`src/hdl/rjit_pkg.sv`:
```
// shared widths, reset values, register indexes and the xorshift step
// for the random jitter interval timer; no dependencies
package rjit_pkg;

    localparam int WORD_W  = 32;
    localparam int DELTA_W = 7;
    localparam int SPAN_W  = DELTA_W + 1;
    localparam int STEP_W  = 8;
    localparam int CNT_W   = $clog2(WORD_W);
    localparam int IDX_W   = 3;

    localparam logic [WORD_W-1:0]  SEED_DEFAULT     = 32'h1234_5678;
    localparam logic [DELTA_W-1:0] MAX_DELTA_RST    = 7'd1;
    localparam logic [WORD_W-1:0]  MOTION_INT_RST   = 32'd1000;
    localparam logic [WORD_W-1:0]  CLICK_INT_RST    = 32'd60000;

    localparam logic [IDX_W-1:0] REG_MAX_DELTA     = 3'd0;
    localparam logic [IDX_W-1:0] REG_MOTION_INT    = 3'd1;
    localparam logic [IDX_W-1:0] REG_CLICK_INT     = 3'd2;
    localparam logic [IDX_W-1:0] REG_SEED          = 3'd3;
    localparam logic [IDX_W-1:0] REG_MOTION_ENABLE = 3'd4;
    localparam logic [IDX_W-1:0] REG_CLICK_ENABLE  = 3'd5;

    localparam logic MODE_TICK     = 1'b0;
    localparam logic MODE_REANCHOR = 1'b1;

    typedef struct packed {
        logic                 done;
        logic [SPAN_W-1:0]    rem;
    } mod_status_t;

    function automatic logic [WORD_W-1:0] xorshift(input logic [WORD_W-1:0] x_in);
        logic [WORD_W-1:0] x;
        x = x_in;
        x = x ^ (x << 13);
        x = x ^ (x >> 17);
        x = x ^ (x << 5);
        return x;
    endfunction

endpackage

```
`src/hdl/rjit_mod_serial.sv`:
```
// bit-serial restoring remainder of a 32-bit word by an 8-bit span
// uses rjit_pkg for widths and the status struct
module rjit_mod_serial
(
    input  logic                              clk,
    input  logic                              rst_n,
    input  logic                              start,
    input  logic [rjit_pkg::WORD_W-1:0]       dividend,
    input  logic [rjit_pkg::SPAN_W-1:0]       span,
    output rjit_pkg::mod_status_t             status
);

    logic                             busy_reg, busy_next;
    logic                             done_reg, done_next;
    logic [rjit_pkg::CNT_W-1:0]       cnt_reg, cnt_next;
    logic [rjit_pkg::WORD_W-1:0]      sh_reg, sh_next;
    logic [rjit_pkg::SPAN_W-1:0]      rem_reg, rem_next;
    logic [rjit_pkg::SPAN_W:0]        trial;

    localparam logic [rjit_pkg::CNT_W-1:0] CNT_LAST =
        rjit_pkg::CNT_W'(rjit_pkg::WORD_W - 1);

    always_comb
    begin
        busy_next = busy_reg;
        done_next = 1'b0;
        cnt_next  = cnt_reg;
        sh_next   = sh_reg;
        rem_next  = rem_reg;
        trial     = {rem_reg, sh_reg[rjit_pkg::WORD_W-1]};
        if (start)
        begin
            busy_next = 1'b1;
            cnt_next  = '0;
            sh_next   = dividend;
            rem_next  = '0;
        end
        else if (busy_reg)
        begin
            // one dividend bit per cycle, msb first
            if (trial >= {1'b0, span})
            begin
                rem_next = rjit_pkg::SPAN_W'(trial - {1'b0, span});
            end
            else
            begin
                rem_next = trial[rjit_pkg::SPAN_W-1:0];
            end
            sh_next  = sh_reg << 1;
            cnt_next = cnt_reg + 1'b1;
            if (cnt_reg == CNT_LAST)
            begin
                busy_next = 1'b0;
                done_next = 1'b1;
            end
        end
    end

    always_ff @(posedge clk or negedge rst_n)
    begin
        if (!rst_n)
        begin
            busy_reg <= 1'b0;
            done_reg <= 1'b0;
            cnt_reg  <= '0;
        end
        else
        begin
            busy_reg <= busy_next;
            done_reg <= done_next;
            cnt_reg  <= cnt_next;
        end
    end

    always_ff @(posedge clk)
    begin
        sh_reg  <= sh_next;
        rem_reg <= rem_next;
    end

    assign status.done = done_reg;
    assign status.rem  = rem_reg;

endmodule

```
`src/hdl/random_jitter_interval_timer.sv`:
```
// top level: two wrapping millisecond interval timers with xorshift32 jitter steps
// uses rjit_pkg and rjit_mod_serial
// flow: an accepted word is registered, evaluated in S_EVAL and presented from S_RESULT;
// when motion fires, two bit-serial remainders run first, one per axis (S_DX, S_DY)
// in_stall holds off a new word until the current one has gone to the output register
// reset: async active low; control/config registers take their reset values, seed 0x12345678
module random_jitter_interval_timer
(
    input  logic                                 clk,
    input  logic                                 rst_n,
    input  logic                                 in_valid,
    output logic                                 in_stall,
    input  logic                                 mode,
    input  logic [rjit_pkg::WORD_W-1:0]          now_ms,
    output logic                                 out_valid,
    input  logic                                 out_stall,
    output logic                                 motion_fire,
    output logic signed [rjit_pkg::STEP_W-1:0]   delta_x,
    output logic signed [rjit_pkg::STEP_W-1:0]   delta_y,
    output logic                                 click_fire,
    output logic [rjit_pkg::WORD_W-1:0]          wait_ms,
    input  logic                                 cfg_we,
    input  logic [rjit_pkg::IDX_W-1:0]           cfg_index,
    input  logic [rjit_pkg::WORD_W-1:0]          cfg_data
);

    typedef enum logic [2:0]
    {
        S_IDLE,
        S_EVAL,
        S_DX,
        S_DX_WAIT,
        S_DY,
        S_DY_WAIT,
        S_RESULT
    } state_t;

    state_t state_reg, state_next;

    logic [rjit_pkg::DELTA_W-1:0] max_delta_reg, max_delta_next;
    logic [rjit_pkg::WORD_W-1:0]  motion_int_reg, motion_int_next;
    logic [rjit_pkg::WORD_W-1:0]  click_int_reg, click_int_next;
    logic                         motion_en_reg, motion_en_next;
    logic                         click_en_reg, click_en_next;

    logic [rjit_pkg::WORD_W-1:0]  rng_reg, rng_next;
    logic [rjit_pkg::WORD_W-1:0]  last_motion_reg, last_motion_next;
    logic                         motion_anch_reg, motion_anch_next;
    logic [rjit_pkg::WORD_W-1:0]  last_click_reg, last_click_next;
    logic                         click_anch_reg, click_anch_next;

    logic                         mode_reg, mode_next;
    logic [rjit_pkg::WORD_W-1:0]  now_reg, now_next;
    logic                         mfire_reg, mfire_next;
    logic                         cfire_reg, cfire_next;
    logic [rjit_pkg::SPAN_W-1:0]  rem_x_reg, rem_x_next;
    logic [rjit_pkg::SPAN_W-1:0]  rem_y_reg, rem_y_next;

    logic                         out_valid_reg, out_valid_next;
    logic                         out_mfire_reg, out_mfire_next;
    logic [rjit_pkg::STEP_W-1:0]  out_dx_reg, out_dx_next;
    logic [rjit_pkg::STEP_W-1:0]  out_dy_reg, out_dy_next;
    logic                         out_cfire_reg, out_cfire_next;
    logic [rjit_pkg::WORD_W-1:0]  out_wait_reg, out_wait_next;

    logic [rjit_pkg::DELTA_W-1:0] md_eff;
    logic [rjit_pkg::SPAN_W-1:0]  span;
    logic [rjit_pkg::STEP_W-1:0]  md_step;
    logic [rjit_pkg::WORD_W-1:0]  motion_elapsed;
    logic [rjit_pkg::WORD_W-1:0]  click_elapsed;
    logic                         out_free;
    logic                         div_start;
    rjit_pkg::mod_status_t        div_status;

    assign md_eff   = (max_delta_reg == '0) ? rjit_pkg::DELTA_W'(1) : max_delta_reg;
    assign span     = {md_eff, 1'b1};
    assign md_step  = rjit_pkg::STEP_W'(md_eff);
    assign motion_elapsed = now_reg - last_motion_reg;
    assign click_elapsed  = now_reg - last_click_reg;
    assign out_free = !out_valid_reg || !out_stall;

    rjit_mod_serial u_mod
    (
        .clk      (clk),
        .rst_n    (rst_n),
        .start    (div_start),
        .dividend (rng_reg),
        .span     (span),
        .status   (div_status)
    );

    always_comb
    begin
        state_next       = state_reg;
        max_delta_next   = max_delta_reg;
        motion_int_next  = motion_int_reg;
        click_int_next   = click_int_reg;
        motion_en_next   = motion_en_reg;
        click_en_next    = click_en_reg;
        rng_next         = rng_reg;
        last_motion_next = last_motion_reg;
        motion_anch_next = motion_anch_reg;
        last_click_next  = last_click_reg;
        click_anch_next  = click_anch_reg;
        mode_next        = mode_reg;
        now_next         = now_reg;
        mfire_next       = mfire_reg;
        cfire_next       = cfire_reg;
        rem_x_next       = rem_x_reg;
        rem_y_next       = rem_y_reg;
        out_valid_next   = out_valid_reg;
        out_mfire_next   = out_mfire_reg;
        out_dx_next      = out_dx_reg;
        out_dy_next      = out_dy_reg;
        out_cfire_next   = out_cfire_reg;
        out_wait_next    = out_wait_reg;
        div_start        = 1'b0;

        if (out_valid_reg && !out_stall)
        begin
            out_valid_next = 1'b0;
        end

        unique case (state_reg)
            S_IDLE:
            begin
                if (in_valid)
                begin
                    mode_next  = mode;
                    now_next   = now_ms;
                    state_next = S_EVAL;
                end
            end
            S_EVAL:
            begin
                mfire_next = 1'b0;
                cfire_next = 1'b0;
                state_next = S_RESULT;
                if (mode_reg == rjit_pkg::MODE_REANCHOR)
                begin
                    last_motion_next = now_reg;
                    motion_anch_next = 1'b1;
                end
                else
                begin
                    // an unanchored motion timer fires at once; the click timer only anchors
                    if (motion_en_reg &&
                        (!motion_anch_reg || motion_elapsed >= motion_int_reg))
                    begin
                        last_motion_next = now_reg;
                        motion_anch_next = 1'b1;
                        mfire_next       = 1'b1;
                        rng_next         = rjit_pkg::xorshift(rng_reg);
                        state_next       = S_DX;
                    end
                    if (click_en_reg)
                    begin
                        if (!click_anch_reg)
                        begin
                            last_click_next = now_reg;
                            click_anch_next = 1'b1;
                        end
                        else if (click_elapsed >= click_int_reg)
                        begin
                            last_click_next = now_reg;
                            cfire_next      = 1'b1;
                        end
                    end
                end
            end
            S_DX:
            begin
                div_start  = 1'b1;
                state_next = S_DX_WAIT;
            end
            S_DX_WAIT:
            begin
                if (div_status.done)
                begin
                    rem_x_next = div_status.rem;
                    rng_next   = rjit_pkg::xorshift(rng_reg);
                    state_next = S_DY;
                end
            end
            S_DY:
            begin
                div_start  = 1'b1;
                state_next = S_DY_WAIT;
            end
            S_DY_WAIT:
            begin
                if (div_status.done)
                begin
                    rem_y_next = div_status.rem;
                    state_next = S_RESULT;
                end
            end
            S_RESULT:
            begin
                if (out_free)
                begin
                    out_valid_next = 1'b1;
                    out_mfire_next = mfire_reg;
                    out_cfire_next = cfire_reg;
                    if (mfire_reg)
                    begin
                        // both steps zero: x takes the full step
                        if (rem_x_reg == md_step && rem_y_reg == md_step)
                        begin
                            out_dx_next = md_step;
                        end
                        else
                        begin
                            out_dx_next = rem_x_reg - md_step;
                        end
                        out_dy_next = rem_y_reg - md_step;
                    end
                    else
                    begin
                        out_dx_next = '0;
                        out_dy_next = '0;
                    end
                    if (!motion_en_reg || !motion_anch_reg ||
                        motion_elapsed >= motion_int_reg)
                    begin
                        out_wait_next = '0;
                    end
                    else
                    begin
                        out_wait_next = motion_int_reg - motion_elapsed;
                    end
                    state_next = S_IDLE;
                end
            end
            default:
            begin
                state_next = S_IDLE;
            end
        endcase

        if (cfg_we)
        begin
            unique case (cfg_index)
                rjit_pkg::REG_MAX_DELTA:
                begin
                    max_delta_next = cfg_data[rjit_pkg::DELTA_W-1:0];
                end
                rjit_pkg::REG_MOTION_INT:
                begin
                    motion_int_next = cfg_data;
                end
                rjit_pkg::REG_CLICK_INT:
                begin
                    click_int_next = cfg_data;
                end
                rjit_pkg::REG_SEED:
                begin
                    rng_next = (cfg_data == '0) ? rjit_pkg::SEED_DEFAULT : cfg_data;
                end
                rjit_pkg::REG_MOTION_ENABLE:
                begin
                    motion_en_next   = cfg_data[0];
                    motion_anch_next = 1'b0;
                end
                rjit_pkg::REG_CLICK_ENABLE:
                begin
                    click_en_next   = cfg_data[0];
                    click_anch_next = 1'b0;
                end
                default:
                begin
                end
            endcase
        end
    end

    always_ff @(posedge clk or negedge rst_n)
    begin
        if (!rst_n)
        begin
            state_reg       <= S_IDLE;
            max_delta_reg   <= rjit_pkg::MAX_DELTA_RST;
            motion_int_reg  <= rjit_pkg::MOTION_INT_RST;
            click_int_reg   <= rjit_pkg::CLICK_INT_RST;
            motion_en_reg   <= 1'b0;
            click_en_reg    <= 1'b0;
            rng_reg         <= rjit_pkg::SEED_DEFAULT;
            last_motion_reg <= '0;
            motion_anch_reg <= 1'b0;
            last_click_reg  <= '0;
            click_anch_reg  <= 1'b0;
            out_valid_reg   <= 1'b0;
        end
        else
        begin
            state_reg       <= state_next;
            max_delta_reg   <= max_delta_next;
            motion_int_reg  <= motion_int_next;
            click_int_reg   <= click_int_next;
            motion_en_reg   <= motion_en_next;
            click_en_reg    <= click_en_next;
            rng_reg         <= rng_next;
            last_motion_reg <= last_motion_next;
            motion_anch_reg <= motion_anch_next;
            last_click_reg  <= last_click_next;
            click_anch_reg  <= click_anch_next;
            out_valid_reg   <= out_valid_next;
        end
    end

    always_ff @(posedge clk)
    begin
        mode_reg      <= mode_next;
        now_reg       <= now_next;
        mfire_reg     <= mfire_next;
        cfire_reg     <= cfire_next;
        rem_x_reg     <= rem_x_next;
        rem_y_reg     <= rem_y_next;
        out_mfire_reg <= out_mfire_next;
        out_dx_reg    <= out_dx_next;
        out_dy_reg    <= out_dy_next;
        out_cfire_reg <= out_cfire_next;
        out_wait_reg  <= out_wait_next;
    end

    assign in_stall    = (state_reg != S_IDLE);
    assign out_valid   = out_valid_reg;
    assign motion_fire = out_mfire_reg;
    assign delta_x     = out_dx_reg;
    assign delta_y     = out_dy_reg;
    assign click_fire  = out_cfire_reg;
    assign wait_ms     = out_wait_reg;

endmodule
```
`config.mk`:
```
export PLATFORM = sky130hd
export DESIGN_NAME = random_jitter_interval_timer
export DESIGN_NICKNAME = d
export VERILOG_FILES = /design/src/hdl/rjit_pkg.sv /design/src/hdl/rjit_mod_serial.sv /design/src/hdl/random_jitter_interval_timer.sv
export SDC_FILE = /design/constraint.sdc
export NUM_CORES = 1
export LEC_CHECK = 0
export BUFFER_PORTS_ARGS = -buffer_cell sky130_fd_sc_hd__buf_2
export CAP_MARGIN = 20
export CORE_MARGIN = 8
export CORE_UTILIZATION = 24
export CTS_CLUSTER_SIZE = 24
export DETAILED_ROUTE_END_ITERATION = 16
export MAX_ROUTING_LAYER = met4
export PLACE_DENSITY = 0.46
export SLEW_MARGIN = 30
export SYNTH_ARGS = -nofsm -noshare
export SYNTH_HDL_FRONTEND = slang
export SYNTH_SLANG_ARGS = --single-unit
```
`constraint.sdc`:
```
create_clock -name clk -period 6.5 [get_ports clk]
set_input_delay 0.65 -clock clk [delete_from_list [all_inputs] [get_ports clk]]
set_output_delay 0.65 -clock clk [all_outputs]
set_load 0.01 [all_outputs]
```
==> run_results.csv <==
group,metric,value,unit
hold_path,hold_path.class,"input port to flip-flop",
place,placed_area,21900,um^2
logic_synthesis,synth_top_area_cell,"edfxtp_1",
routing,vias,15350,
job,maxCapViolCount,0,
logic_synthesis,synth_simple_gate_area_share,11.6,%
logic_synthesis,synth-warning-count,0,
final_layout,nNetsFinal,2333,
logic_synthesis,ys_types,75,
final_layout,layout-drive-gt1-share,17.0,%
power,total_leakage_power,9.61,nW
logic_synthesis,synthesis.area,20000,um^2
logic_synthesis,syn-instance-count,1987,
sta,setup_viol,0,
power,ir_worst_vdd,0.218,mV
clock_tree,cts-root-buf,"clkbuf_16",
setup_path,worstPathMaxFanout,18,
sta,worstMarginPinSlew,952,ps
status,outcome,"completed",
final_layout,fin_area,23400,um^2
routing,drtIter0Drc,958,
setup_path,end_kind,"flip-flop",
sta,maxSlewViolCount,0,
global_route,overflow,0,
routing,wl,62300,um
logic_synthesis,synth.avg_cell_area,10.1,um^2
setup_path,crit_chain,"ha_1 -> nor2b_1 -> o31a_1 -> o31ai_1 -> a31oi_1 -> a211oi_1 -> nor2b_1 -> nor2_1 -> xor2_1 -> ha_1 -> a21oi_1 -> o21bai_1 -> a211o_1 -> a31oi_1 -> nor3_1 -> o41a_2 -> inv_6 -> nand2_1 -> o21bai_1 -> a21o_1",
logic_synthesis,synth_top_family_by_area,"compound AO/OA/AOI/OAI gates",
global_route,grt_pass1_vias,15316,
floorplan,die_width,305,um
routing,route.detailed.drc,0,
clock_tree,cts_setup_buffers,0,
logic_synthesis,synth.area.top_cells,"edfxtp_1 20%, dfrtp_1 19%, ha_1 9.4%",
logic_synthesis,yosysSeqAreaShare,43.7,%
floorplan,die_height,305,um
place,dp_cells,3139,
clock_tree,h-tree-depth,2,
logic_synthesis,yosys.area_share.adder,9.99,%
final_layout,instances_no_fill,3219,
logic_synthesis,syn_nets,2216,
clock_tree,clock_latency,590,ps
floorplan,die_area,92800,um^2
setup_path,slowest_stage,"o41a_2",
logic_synthesis,synthArstFlopShare,56.3,%
place,dp_hpwl,46600,um
clock_tree,clockBufferDepth,3,
floorplan,rows,106,
sta,slew_headroom,36.5,%
logic_synthesis,synth_top_area_share,20.0,%
sta,final_period_minus_worst_setup_slack,6010,ps
setup_path,critical_path_class,"flip-flop to flip-flop",
setup_path,crit_buf_inv,1,
power,power_density,520,nW/um^2
logic_synthesis,synth_seq_cells,323,
setup_path,worstPathRequired,7000,ps
clock_tree,cts_tree,"yes",
routing,viasPerCell,4.77,
logic_synthesis,synth_xor_area_share,7.27,%
global_route,grtUsageTotal,13.4,%
setup_path,cp.arrival,6510,ps
final_layout,syn_to_final_growth,16.9,%
setup_path,cp_top_family,"compound AO/OA/AOI/OAI gates",
sta,fin_crit_sh,92.4,%
sta,clock.fmax,166,MHz
global_route,grt_start_max_net_pins,97,
final_layout,final_common_cell,"dfrtp_1",
clock_tree,cts_made_buffers,41,
place,gp_congestion,0.861,
clock_tree,clk_pin_slew_worst_paths,60,ps
logic_synthesis,synth_edf_count,133,
sta,setup_tns,0,ps
final_layout,fin_util,28.2,%
sta,hold_viol_final,0,
logic_synthesis,synthFlopType,"dfrtp_1",
global_route,grt_pass1_wl,94900,um
floorplan,start_util,24.1,%
final_layout,layout_common_cells,"155 x dfrtp_1, 150 x ha_1, 148 x nand2_1, 146 x inv_1, 133 x edfxtp_1",
place,port_buffers,124,
routing,wl_per_cell,19.4,um
routing,antenna_left,0,
logic_synthesis,synth_compound_area_share,16.7,%
logic_synthesis,synth_mux_area_share,6.38,%
sta,rsz0062_at_grt,"no",
setup_path,critical-path-max-stage-delay,730,ps
clock_tree,clock-sinks,323,
floorplan,core_area,83000,um^2
setup_path,worst_setup_path_start_kind,"flip-flop",
power,power.total,12.2,mW
global_route,antenna_found_initial,7,
sta,clock-skew-final,33.3,ps
floorplan,ios,125,
routing,firstDrtPassIters,5,
-- layer usage --
| layer | vias to the layer above | GRT usage (%) | part of all wire [%] |
|---|---|---|---|
| li1 | 7414 | - | - |
| met1 | 7439 | 18.5 | 48 |
| met2 | 416 | 20.5 | 44 |
| met3 | 81 | 1.98 | 5.1 |
| met4 | 0 | 3.48 | 2.3 |
| met5 | - | - | 0 |
-- final cells by class --
type | instances | area [um^2]
Antenna cell | 2 | 5.00
Clock buffer | 51 | 1090
Clock inverter | 25 | 312
Fill cell | 8684 | 59600
Inverter | 147 | 557
Multi-Input combinational cell | 1441 | 10500
Sequential cell | 323 | 8740
Tap cell | 1080 | 1350
Timing Repair Buffer | 150 | 863
-- report_power, final --
part	switching (mW)	leakage, nW	internal (mW)
Sequential	0.407	3.54	2.76
Combinational	3.84	5.38	2.76
Clock	0.978	0.687	1.41
-- cell families (layout without fill, tap and decap cells) --
group	count (synthesis)	after routing
AND/OR/NAND/NOR	485	485
other	0	2
flip-flops	323	323
adder cells (fa/ha/maj)	156	156
XOR/XNOR	166	166
multiplexers	115	115
buffers and inverters	223	373
AO/OA/AOI/OAI	519	519
-- metrics by stage --
stage,hold WS [ps],worst slack (ps)
6_report,250,492
5_1_grt,220,38.4
4_1_cts,213,161
3_5_place_dp,431,229
3_3_place_gp,410,394
2_1_floorplan,354,1290
-- final timing paths --
kind,slack [ps],to,cells after the start,from
worst min-delay path,250,now_reg[4]$_DFFE_PP_,1,now_ms[4]
worst max register to register,490,rng_reg[22]$_DFF_PN0_,20,now_reg[1]$_DFFE_PP_
min in group asynchronous,550,click_int_reg[18]$_DFFE_PN0P_,2,rst_n
worst max-delay path,490,rng_reg[22]$_DFF_PN0_,20,now_reg[1]$_DFFE_PP_
max in group asynchronous,5020,motion_int_reg[14]$_DFFE_PN0P_,3,rst_n
worst min register to register,440,click_fire$_DFFE_PP_,0,cfire_reg$_SDFFCE_PP0P_
-- cell usage after synthesis (58+ instances only) --
| library cell | number |
|---|---|
| dfrtp_1 | 155 |
| ha_1 | 150 |
| nand2_1 | 148 |
| inv_1 | 146 |
| edfxtp_1 | 133 |
| nor2_1 | 131 |
| a21oi_1 | 122 |
| o21ai_0 | 115 |
| xnor2_1 | 107 |
| mux2_2 | 100 |
| clkbuf_1 | 68 |
| xor2_1 | 59 |
| a21o_1 | 58 |
-- repair_timing --
action                                 4_1_cts  5_1_grt
hold buffers                                 0        1
endpoints found under the hold margin        0       20
setup endpoints to repair                    0       24
resized for setup                            0        2
No activity file was read; power rests on OpenSTA's default activity.
